==> src/rtl/ps2kc_pkg.sv <==
// shared constants and types for the keyboard controller port block
`default_nettype none

package ps2kc_pkg;

    localparam int RAM_WORDS = 64;
    localparam int RAM_AW    = $clog2(RAM_WORDS);

    typedef enum logic [1:0] {
        CMD_READ    = 2'd0,
        CMD_WRITE   = 2'd1,
        CMD_KEY_ENQ = 2'd2,
        CMD_NOP     = 2'd3
    } cmd_t;

    localparam logic [15:0] PORT_DATA   = 16'h0060;
    localparam logic [15:0] PORT_SYSCTL = 16'h0061;
    localparam logic [15:0] PORT_STATUS = 16'h0064;

    localparam logic [7:0] OP_SET_LEDS = 8'hED;
    localparam logic [7:0] OP_KBD_OFF  = 8'hAD;
    localparam logic [7:0] OP_KBD_ON   = 8'hAE;
    localparam logic [7:0] OP_OUT_PORT = 8'hD1;
    localparam logic [7:0] ACK_BYTE    = 8'hFA;

    localparam logic [7:0] RAM_RD_MAX     = 8'h3F;
    localparam logic [7:0] RAM_WR_MIN     = 8'h60;
    localparam logic [7:0] RAM_WR_MAX     = 8'h7F;
    localparam logic [7:0] CMD_BYTE_RESET = 8'h15;
    localparam logic [7:0] SYSCTL_TOGGLE  = 8'h10;
    localparam logic [7:0] A20_MASK       = 8'h02;

endpackage

`default_nettype wire

==> src/rtl/ps2kc_ram.sv <==
// generic single-port-write ram with registered read
`default_nettype none

module ps2kc_ram #(
    parameter int WIDTH = 8,
    parameter int DEPTH = 64
) (
    input  wire logic                     aclk,
    input  wire logic                     wr_en,
    input  wire logic [$clog2(DEPTH)-1:0] wr_addr,
    input  wire logic [WIDTH-1:0]         wr_data,
    input  wire logic [$clog2(DEPTH)-1:0] rd_addr,
    output logic      [WIDTH-1:0]         rd_data
);

    logic [WIDTH-1:0] mem [DEPTH];

    always_ff @(posedge aclk) begin
        if (wr_en) begin
            mem[wr_addr] <= wr_data;
        end
        rd_data <= mem[rd_addr];
    end

endmodule

`default_nettype wire

==> src/rtl/ps2_keyboard_controller_ports_core.sv <==
// top level of the keyboard controller port block
// Takes one port access or key-enqueue notice per cycle and returns one result item for each,
// in the cycle after acceptance, from an output register; the input side stays ready while that
// register is empty or being taken. Each item is decoded combinationally. The 64-byte
// controller ram is a memory whose read port is always addressed by the pending command, so
// the byte for a ram-read command is already registered when the data port is read. Per-entry
// valid bits make unwritten bytes read as zero (byte 0 as 0x15); the command byte is also kept
// in flip-flops for status and interrupt decode. No clearing pass is needed after reset.
`default_nettype none

module ps2_keyboard_controller_ports_core
    import ps2kc_pkg::*;
(
    input  wire logic        aclk,
    input  wire logic        aresetn,

    input  wire logic        s_valid,
    output logic             s_ready,
    input  wire logic [1:0]  s_cmd,
    input  wire logic [15:0] s_port_addr,
    input  wire logic [7:0]  s_write_data,
    input  wire logic [7:0]  s_key_byte,
    input  wire logic        s_key_available,

    output logic             m_valid,
    input  wire logic        m_ready,
    output logic [7:0]       m_read_data,
    output logic             m_key_popped,
    output logic             m_irq_raise,
    output logic [7:0]       m_led_state,
    output logic             m_led_changed,
    output logic             m_gate_a20_strobe,
    output logic             m_gate_a20_value
);

    // controller state
    logic [7:0]           pending_reg, pending_next;
    logic                 cmd_pend_reg, cmd_pend_next;
    logic                 last_wr_cmd_reg, last_wr_cmd_next;
    logic                 kbd_en_reg, kbd_en_next;
    logic [7:0]           led_reg, led_next;
    logic [7:0]           sysctl_reg, sysctl_next;
    logic [7:0]           cmd_byte_reg, cmd_byte_next;
    logic [RAM_WORDS-1:0] ram_valid_reg, ram_valid_next;

    // result register
    logic                 m_valid_reg;
    logic [7:0]           rd_data_reg, rd_data_next;
    logic                 popped_reg, popped_next;
    logic                 irq_reg, irq_next;
    logic                 ledch_reg, ledch_next;
    logic                 strobe_reg, strobe_next;
    logic                 a20_reg, a20_next;

    logic                 accept;
    logic                 ram_we;
    logic [RAM_AW-1:0]    ram_waddr;
    logic [RAM_AW-1:0]    pend_idx;
    logic [7:0]           ram_rdata;
    logic [7:0]           ram_byte;

    assign s_ready = !m_valid_reg || m_ready;
    assign accept  = s_valid && s_ready;

    assign pend_idx  = pending_reg[RAM_AW-1:0];
    assign ram_waddr = pend_idx;

    // unwritten entries read as their reset value
    always_comb begin
        if (ram_valid_reg[pend_idx]) begin
            ram_byte = ram_rdata;
        end else if (pend_idx == '0) begin
            ram_byte = CMD_BYTE_RESET;
        end else begin
            ram_byte = '0;
        end
    end

    ps2kc_ram #(
        .WIDTH (8),
        .DEPTH (RAM_WORDS)
    ) u_ram (
        .aclk    (aclk),
        .wr_en   (ram_we),
        .wr_addr (ram_waddr),
        .wr_data (s_write_data),
        .rd_addr (pending_next[RAM_AW-1:0]),
        .rd_data (ram_rdata)
    );

    always_comb begin
        pending_next     = pending_reg;
        cmd_pend_next    = cmd_pend_reg;
        last_wr_cmd_next = last_wr_cmd_reg;
        kbd_en_next      = kbd_en_reg;
        led_next         = led_reg;
        sysctl_next      = sysctl_reg;
        cmd_byte_next    = cmd_byte_reg;
        ram_valid_next   = ram_valid_reg;
        ram_we           = 1'b0;
        rd_data_next     = '0;
        popped_next      = 1'b0;
        irq_next         = 1'b0;
        ledch_next       = 1'b0;
        strobe_next      = 1'b0;
        a20_next         = 1'b0;

        if (accept) begin
            unique case (cmd_t'(s_cmd))
                CMD_READ: begin
                    if (s_port_addr == PORT_DATA) begin
                        priority if (cmd_pend_reg && pending_reg <= RAM_RD_MAX) begin
                            cmd_pend_next = 1'b0;
                            rd_data_next  = ram_byte;
                        end else if (last_wr_cmd_reg && pending_reg == OP_SET_LEDS) begin
                            rd_data_next = ACK_BYTE;
                        end else if (s_key_available) begin
                            rd_data_next = s_key_byte;
                            popped_next  = 1'b1;
                        end else begin
                            rd_data_next = '0;
                        end
                    end else if (s_port_addr == PORT_STATUS) begin
                        rd_data_next = {3'b000, kbd_en_reg, last_wr_cmd_reg,
                                        cmd_byte_reg[2], 1'b0, s_key_available};
                    end else if (s_port_addr == PORT_SYSCTL) begin
                        sysctl_next  = sysctl_reg ^ SYSCTL_TOGGLE;
                        rd_data_next = sysctl_reg ^ SYSCTL_TOGGLE;
                    end
                end
                CMD_WRITE: begin
                    if (s_port_addr == PORT_SYSCTL) begin
                        sysctl_next = s_write_data;
                    end else if (s_port_addr == PORT_STATUS) begin
                        priority if (s_write_data == OP_KBD_ON) begin
                            kbd_en_next = 1'b1;
                        end else if (s_write_data == OP_KBD_OFF) begin
                            kbd_en_next = 1'b0;
                        end else begin
                            pending_next     = s_write_data;
                            cmd_pend_next    = 1'b1;
                            last_wr_cmd_next = 1'b1;
                        end
                    end else if (s_port_addr == PORT_DATA) begin
                        last_wr_cmd_next = 1'b0;
                        if (!cmd_pend_reg) begin
                            if (s_write_data == OP_SET_LEDS) begin
                                pending_next     = s_write_data;
                                cmd_pend_next    = 1'b1;
                                last_wr_cmd_next = 1'b1;
                            end
                        end else begin
                            cmd_pend_next = 1'b0;
                            priority if (pending_reg == OP_SET_LEDS) begin
                                if (led_reg != s_write_data) begin
                                    led_next   = s_write_data;
                                    ledch_next = 1'b1;
                                end
                            end else if (pending_reg == OP_OUT_PORT) begin
                                strobe_next = 1'b1;
                                a20_next    = |(s_write_data & A20_MASK);
                            end else if (pending_reg >= RAM_WR_MIN
                                         && pending_reg <= RAM_WR_MAX) begin
                                ram_we                   = 1'b1;
                                ram_valid_next[pend_idx] = 1'b1;
                                if (pend_idx == '0) begin
                                    cmd_byte_next = s_write_data;
                                end
                            end else begin
                                // unknown command: byte dropped
                                cmd_pend_next = 1'b0;
                            end
                        end
                    end
                end
                CMD_KEY_ENQ: begin
                    irq_next = cmd_byte_reg[0];
                end
                CMD_NOP: begin
                    irq_next = 1'b0;
                end
                default: begin
                    irq_next = 1'b0;
                end
            endcase
        end
    end

    always_ff @(posedge aclk) begin
        if (!aresetn) begin
            pending_reg     <= '0;
            cmd_pend_reg    <= 1'b0;
            last_wr_cmd_reg <= 1'b0;
            kbd_en_reg      <= 1'b1;
            led_reg         <= '0;
            sysctl_reg      <= '0;
            cmd_byte_reg    <= CMD_BYTE_RESET;
            ram_valid_reg   <= '0;
            m_valid_reg     <= 1'b0;
        end else begin
            pending_reg     <= pending_next;
            cmd_pend_reg    <= cmd_pend_next;
            last_wr_cmd_reg <= last_wr_cmd_next;
            kbd_en_reg      <= kbd_en_next;
            led_reg         <= led_next;
            sysctl_reg      <= sysctl_next;
            cmd_byte_reg    <= cmd_byte_next;
            ram_valid_reg   <= ram_valid_next;
            if (accept) begin
                m_valid_reg <= 1'b1;
            end else if (m_ready) begin
                m_valid_reg <= 1'b0;
            end
        end
    end

    // result payload, loaded with each accepted item
    always_ff @(posedge aclk) begin
        if (accept) begin
            rd_data_reg <= rd_data_next;
            popped_reg  <= popped_next;
            irq_reg     <= irq_next;
            ledch_reg   <= ledch_next;
            strobe_reg  <= strobe_next;
            a20_reg     <= a20_next;
        end
    end

    assign m_valid           = m_valid_reg;
    assign m_read_data       = rd_data_reg;
    assign m_key_popped      = popped_reg;
    assign m_irq_raise       = irq_reg;
    assign m_led_state       = led_reg;
    assign m_led_changed     = ledch_reg;
    assign m_gate_a20_strobe = strobe_reg;
    assign m_gate_a20_value  = a20_reg;

    a_accept_gives_result: assert property (@(posedge aclk) disable iff (!aresetn)
        accept |=> m_valid)
        else $error("accepted item produced no result");

    a_ready_when_empty: assert property (@(posedge aclk) disable iff (!aresetn)
        !m_valid |-> s_ready)
        else $error("input stalled with empty result register");

    a_a20_value_only_with_strobe: assert property (@(posedge aclk) disable iff (!aresetn)
        (m_valid && !m_gate_a20_strobe) |-> !m_gate_a20_value)
        else $error("a20 value without strobe");

    a_single_effect: assert property (@(posedge aclk) disable iff (!aresetn)
        m_valid |-> $countones({m_key_popped, m_irq_raise, m_led_changed,
                                m_gate_a20_strobe}) <= 1)
        else $error("one item raised more than one effect");

    a_led_change_tracks_state: assert property (@(posedge aclk) disable iff (!aresetn)
        (accept && ledch_next) |=> (m_led_state != $past(led_reg)))
        else $error("led change flagged but led byte unchanged");

endmodule

`default_nettype wire
==> config.mk <==
export PLATFORM = sky130hd
export DESIGN_NAME = ps2_keyboard_controller_ports_core
export DESIGN_NICKNAME = d
export VERILOG_FILES = /design/src/rtl/ps2kc_pkg.sv /design/src/rtl/ps2kc_ram.sv /design/src/rtl/ps2_keyboard_controller_ports_core.sv
export SDC_FILE = /design/constraint.sdc
export NUM_CORES = 1
export LEC_CHECK = 0
export BUFFER_PORTS_ARGS = -buffer_cell sky130_fd_sc_hd__clkbuf_2
export CAP_MARGIN = 20
export CORE_MARGIN = 5
export CORE_UTILIZATION = 65
export DETAILED_ROUTE_END_ITERATION = 6
export PLACE_DENSITY = 0.87
export SLEW_MARGIN = 25
export SYNTH_ARGS = -nofsm -noshare
export SYNTH_HDL_FRONTEND = slang
export SYNTH_SLANG_ARGS = --single-unit
==> constraint.sdc <==
create_clock -name aclk -period 6.1 [get_ports aclk]
set_input_delay 0.305 -clock aclk [delete_from_list [all_inputs] [get_ports aclk]]
set_output_delay 0.305 -clock aclk [all_outputs]
set_load 0.005 [all_outputs]
After elaboration in Yosys (flattened, before gate mapping)
Memory sizes are Yosys's and may differ from the RTL's. A register that Yosys moved wholly into a read port is not among the register bits.
Index checks and enable logic that the tools add are counted.
- bits in writable memories: 512
- memories kept: 1
- word-level logic and storage cells: 138
- output and inout bits: 23
- input port bits: 39
- flip-flop bits (word level): 108
- reduce and logical (&&, ||, !) cells: 27
- bitwise gates (word level): 10
- $lt $le $gt $ge: 5
- muxes and demuxes: 54
- equal/unequal tests: 24
- memory list (name ; words ; width ; read ports ; clocked after Yosys merged registers in ; write ports ; line ; text):
    u_ram.mem ; 64 ; 8 ; 1 ; 1 ; 1 ; ps2kc_ram.sv:16 ; logic [WIDTH-1:0] mem [DEPTH];
- operators with widths (cell ; number):
    $mux W8 ; 14
    $or A64 B64 Y64 ; 1
    $eq A16 B7 Y1 const B ; 3
    $eq A8 B8 Y1 const B ; 5
    $mux W1 ; 29
    $reduce_and A8 Y1 ; 3
    $mux W5 ; 4
    $mux W6 ; 3
    $ne A2 B2 Y1 const B ; 9
    $pmux W8 S2 ; 1
    $reduce_and A6 Y1 ; 2
    $reduce_or A6 Y1 ; 2
    $reduce_and A10 Y1 ; 1
    $reduce_bool A2 Y1 ; 5
    $ne A3 B3 Y1 const B ; 3
    $not A1 Y1 ; 9
    $reduce_and A9 Y1 ; 1
    $ge A8 B7 Y1 const B ; 1
    $le A8 B6 Y1 const B ; 1
    $le A8 B7 Y1 const B ; 1
    $ne A8 B8 Y1 ; 1
    $lt A6 B7 Y1 const B ; 1
    $reduce_or A7 Y1 ; 1
    $bmux W1 S6 ; 1
    14 further kinds ; 18

Depth between registers and ports, before layout
- depth in word-level cells: 13
- mapped depth: 13
- gate-level depth less buffers: 9

By module
From an unflattened synthesis, not the netlist that was laid out.
- cell total of the unflattened synthesis: 1457
- area, all modules: 25177.9 um2
- by module, submodules not included (module ; times used ; cells an instance ; seq. area each (um2) ; area each (um2)):
    ps2kc_ram ; 1 ; 972 ; 15534.9 ; 20190.6
    ps2_keyboard_controller_ports_core ; 1 ; 485 ; 2272.2 ; 4987.3

Worst setup path before layout
OpenSTA, ideal clock, no wires.
- kind: input to register
- start: input port s_port_addr[9]
- end: memory u_ram.mem[48][0] (enable)
- stages: 6
- path slack: 3232 ps
- arrival: 2494 ps
- path buffers: 0
- data required time: 5726 ps
- library setup time: 374 ps
- cell sequence: nor4_1 and4_1 and3_1 nor4b_1 nand3b_1 nor2_1
- word-level cells in the longest chain between the ends: 8
- elaborated cells between the ends (all ways): 10
- classes of those cells: eq/ne: 3; mux: 7
- RTL lines (item ; line ; text):
    start, declared ; ps2_keyboard_controller_ports_core.sv:20 ; input wire logic [15:0] s_port_addr,
    $eq A16 B7 Y1 ; ps2_keyboard_controller_ports_core.sv:144 ; end else if (s_port_addr == PORT_DATA) begin
    $mux W1 ; ps2_keyboard_controller_ports_core.sv:144 ;
    $mux W1 ; ps2_keyboard_controller_ports_core.sv:134 ; end else if (s_port_addr == PORT_STATUS) begin
    $mux W1 (*) ; ps2_keyboard_controller_ports_core.sv:132 ; if (s_port_addr == PORT_SYSCTL) begin
    $mux W1 (*) ; ps2_keyboard_controller_ports_core.sv:109 ; unique case (cmd_t'(s_cmd))
    $mux W1 (*) ; ps2_keyboard_controller_ports_core.sv:108 ; if (accept) begin
    $mux W1 (*) ; ps2kc_ram.sv:19 ; if (wr_en) begin
    $mux W1 (not written as such) (*) ; ps2kc_ram.sv:20 ; mem[wr_addr] <= wr_data;
    end, declared ; ps2kc_ram.sv:16 ;
Mark *: on every way between the ends. The rest lies on a longest branch, timed or not.

Final worst setup path
- start: input port s_write_data[3]
- end: register u_ram.rd_data[4] (read register of u_ram.mem)
- word-level cells in the longest chain between the ends: 8
- elaborated cells between the ends (all ways): 12
- classes of those cells: eq/ne: 3; mux: 9
- RTL lines (item ; line ; text):
    start, declared ; ps2_keyboard_controller_ports_core.sv:21 ; input wire logic [7:0] s_write_data,
    $eq A8 B8 Y1 ; ps2_keyboard_controller_ports_core.sv:147 ; if (s_write_data == OP_SET_LEDS) begin
    $mux W8 ; ps2_keyboard_controller_ports_core.sv:147 ;
    $mux W8 ; ps2_keyboard_controller_ports_core.sv:146 ; if (!cmd_pend_reg) begin
    $mux W8 ; ps2_keyboard_controller_ports_core.sv:144 ;
    $mux W8 (*) ; ps2_keyboard_controller_ports_core.sv:134 ;
    $mux W6 (*) ; ps2_keyboard_controller_ports_core.sv:132 ;
    $mux W6 (*) ; ps2_keyboard_controller_ports_core.sv:109 ;
    $mux W6 (*) ; ps2_keyboard_controller_ports_core.sv:108 ;
    end, declared ; ps2kc_ram.sv:13 ; output logic [WIDTH-1:0] rd_data
Mark *: on every way between the ends. The rest lies on a longest branch, timed or not. The select of a mux whose other input is x is not followed.
A chain may end at the register's enable or synchronous reset.

==> flow_summary.yaml <==
outcome:
  status: "complete, no violations"
synth:
  yosys_warnings: 0
  synth_edf_count: 525
  ys_types: 72
  synthCells: 2038
  syn_area_um2: 25200
  synth_top_area_share_pct: 62.5
  avgSynthCellArea_um2: 12.4
  synthArstFlopShare_pct: 0
  yosysTopAreaCell: "edfxtp_1"
  synth-main-ff-cell: "edfxtp_1"
  ys_top_cells_by_area: "edfxtp_1 (63%), dfxtp_1 (8.1%), nand2_1 (7.2%), nand4_1 (3.5%), nand3_1 (2.2%)"
  seq_area_frac_synth_pct: 70.6
  ys_ff_latch: 627
setup_path:
  cp_slowest_cell: "nor2b_1"
  path_cells: "clkbuf_2, nor2b_1, nand4_1, a21oi_1, a221o_4, buf_12, nor2_1, o2111ai_1, nand3_1, nor4_1, a22o_1"
  start_kind: "input port"
  crit_required_ns: 6.68
  cp.arrival_ns: 4.68
  path_max_fanout: 74
  critPathKind: "input port to register"
  slowest_delay_ns: 0.84
  endpoint_kind: "register"
floorplan:
  core_area_um2: 38600
  die_x_um: 207
  start_util_pct: 65.4
  die_h_um: 207
  die_area_um2: 42800
  row_count: 72
  io_pins: 62
timing:
  setup_viol: 0
  tns_ns: 0
  hold_slack_ns: 0.0571
  period_minus_slack_ns: 4.10
  fmax_mhz: 244
  slew_headroom_pct: 25.8
  skew_ns: 0.0354
  setup_ws_ns: 2.00
  hold_viol: 0
  worst_pin_slew_ns: 1.11
  min_period_over_period_pct: 67.3
  drv_slew: 0
  rsz0062_at_grt: "false"
run:
  drv.max_cap_violation_count: 0
power:
  pwr-share-seq_pct: 54.8
  switching_share_pct: 20.3
  total_power_mw: 8.85
  switching_power_mw: 1.80
  p_leak_nw: 10.5
  power.density_nw_per_um2: 306
  ir_worst_vdd_v: 0.000270
  pwr-share-clk_pct: 42.7
  combPwrFrac_pct: 2.5
  p_int_mw: 7.06
grt:
  met1_usage_pct: 38.8
  use_met3_pct: 8.06
  grt_max_degree: 133
  grtUsageMet2_pct: 49.1
  grt-ovfl-total: 0
  grtUsageTotal_pct: 30.4
  grt_pass1_vias: 17889
  gr-max-usage-layer: "met2"
  grt_pass1_wl_um: 98700
  antenna_found_initial: 0
placement:
  pre_cts_ws_ns: 1.58
  hpwl_um: 37700
  place.port_buffers: 61
  gp_congestion: 0.939
  numPlacedInstances: 2775
  postPlaceCellArea_um2: 26900
clock_tree:
  cts_sinks: 627
  tritoncts: "yes"
  path_clk_slew_ns: 0.06
  clk_latency_ns: 0.64
  h-tree-depth: 2
  cts_buffers: 59
  cts-root-buf: "clkbuf_16"
  cts_buffer_depth: 3
route:
  wl_per_cell_um: 22.7
  route.detailed.drc: 0
  dr.pass1.iters: 6
  viasPerCell: 6.28
  drtIter0Drc: 2951
  ant_nets: 0
  routed_wirelength_um: 65400
  vias: 18131
final_layout:
  fillers: 2285
  finalNonFillerCells: 2887
  largest_register_ff_count: 512
  layout-drive-gt1-share_pct: 9.67
  fin_util_pct: 75.1
  syn_to_final_growth_pct: 14.7
  fin_nets: 2360
  stdcell_area_um2: 28900
  antenna_cells: 0
worst_hold_path:
  hold_class: "input port to register"
## cell families after synthesis
group	share of synthesized area [%]
AO/OA/AOI/OAI	6.69
XOR/XNOR	0.313
buffers and inverters	2.43
flip-flops	70.6
multiplexers	1.24
other	0.0149
AND/OR/NAND/NOR	18.7
## final timing paths
path                   start               end  slack (ns)  depth (start not counted)
max reg2reg          m_valid  u_ram.rd_data[4]        2.03                         10
min reg2reg  cmd_byte_reg[0]   cmd_byte_reg[0]        0.45                          1
min          s_write_data[6]     sysctl_reg[6]        0.06                          3
max          s_write_data[3]  u_ram.rd_data[4]        2.00                         11
## Yosys cell counts (all sizes together) (18+ instances only)
master  instances
clkbuf         56
nor2          125
o21a           32
buf            73
edfxtp        525
nor2b          21
nand2         484
mux2i          20
dfxtp         102
nor4           22
a21oi          72
and2           46
nand3         111
nand4         143
o21ai          18
## cell usage in the layout, fill, tap and decap left out, drive strengths merged, types with 9 or more instances in the layout
| cell type | synthesis | routed |
|---|---|---|
| nor4 | 22 | 22 |
| o21a | 32 | 32 |
| o2111ai | 16 | 16 |
| conb | 1 | 256 |
| mux2i | 20 | 20 |
| a21oi | 72 | 72 |
| a41oi | 14 | 14 |
| a22oi | 12 | 12 |
| inv | 6 | 9 |
| o21ai | 18 | 18 |
| dfxtp | 102 | 102 |
| and2 | 46 | 46 |
| nor2 | 125 | 125 |
| o211ai | 10 | 10 |
| edfxtp | 525 | 525 |
| nand2 | 484 | 484 |
| clkbuf | 56 | 139 |
| nand3 | 111 | 111 |
| nor2b | 21 | 21 |
| nand4 | 143 | 143 |
| clkinv | 0 | 19 |
| a22o | 9 | 9 |
| and3 | 9 | 9 |
| buf | 73 | 32 |
## power by group through the flow
stage,combinational (mW),sequential (mW),clock [mW]
after floorplan,0.0966,4.92,0
after global placement,0.197,4.93,0
after detailed placement,0.206,4.93,0
after CTS,0.213,4.85,3.79
after global routing,0.247,4.85,3.97
final,0.225,4.85,3.78
## repair_timing
| action | CTS | global route |
|---|---|---|
| hold buffers | 3 | 0 |
| buffers inserted | 0 | 0 |
| hold endpoints to repair | 3 | 0 |
| gates resized for setup | 0 | 0 |
## layout make-up
class,instances,area (um^2),share of cell area [%]
Inverter,6,22.5,0.0778
Sequential cell,627,17800,61.5
Multi-Input combinational cell,1531,7830,27.1
Timing Repair Buffer,96,626,2.16
Clock inverter,31,354,1.22
Clock buffer,78,1650,5.70
Tap cell,518,648,2.24
## worst max-delay path, delay by kind of cell
kind / cells / cell delay [ns]
and+or+nand+nor: 5 / 2.09
buffers and inverters: 2 / 0.44
AOI/OAI and AO/OA: 4 / 1.72
## per-layer routing
layer  wire length, um  up-vias
met4              3340        0
met1             22800     8690
met2             31000     1326
met5                 0        -
met3              8260      272
li1                  -     7843
Power figures use the tool's default switching activity.
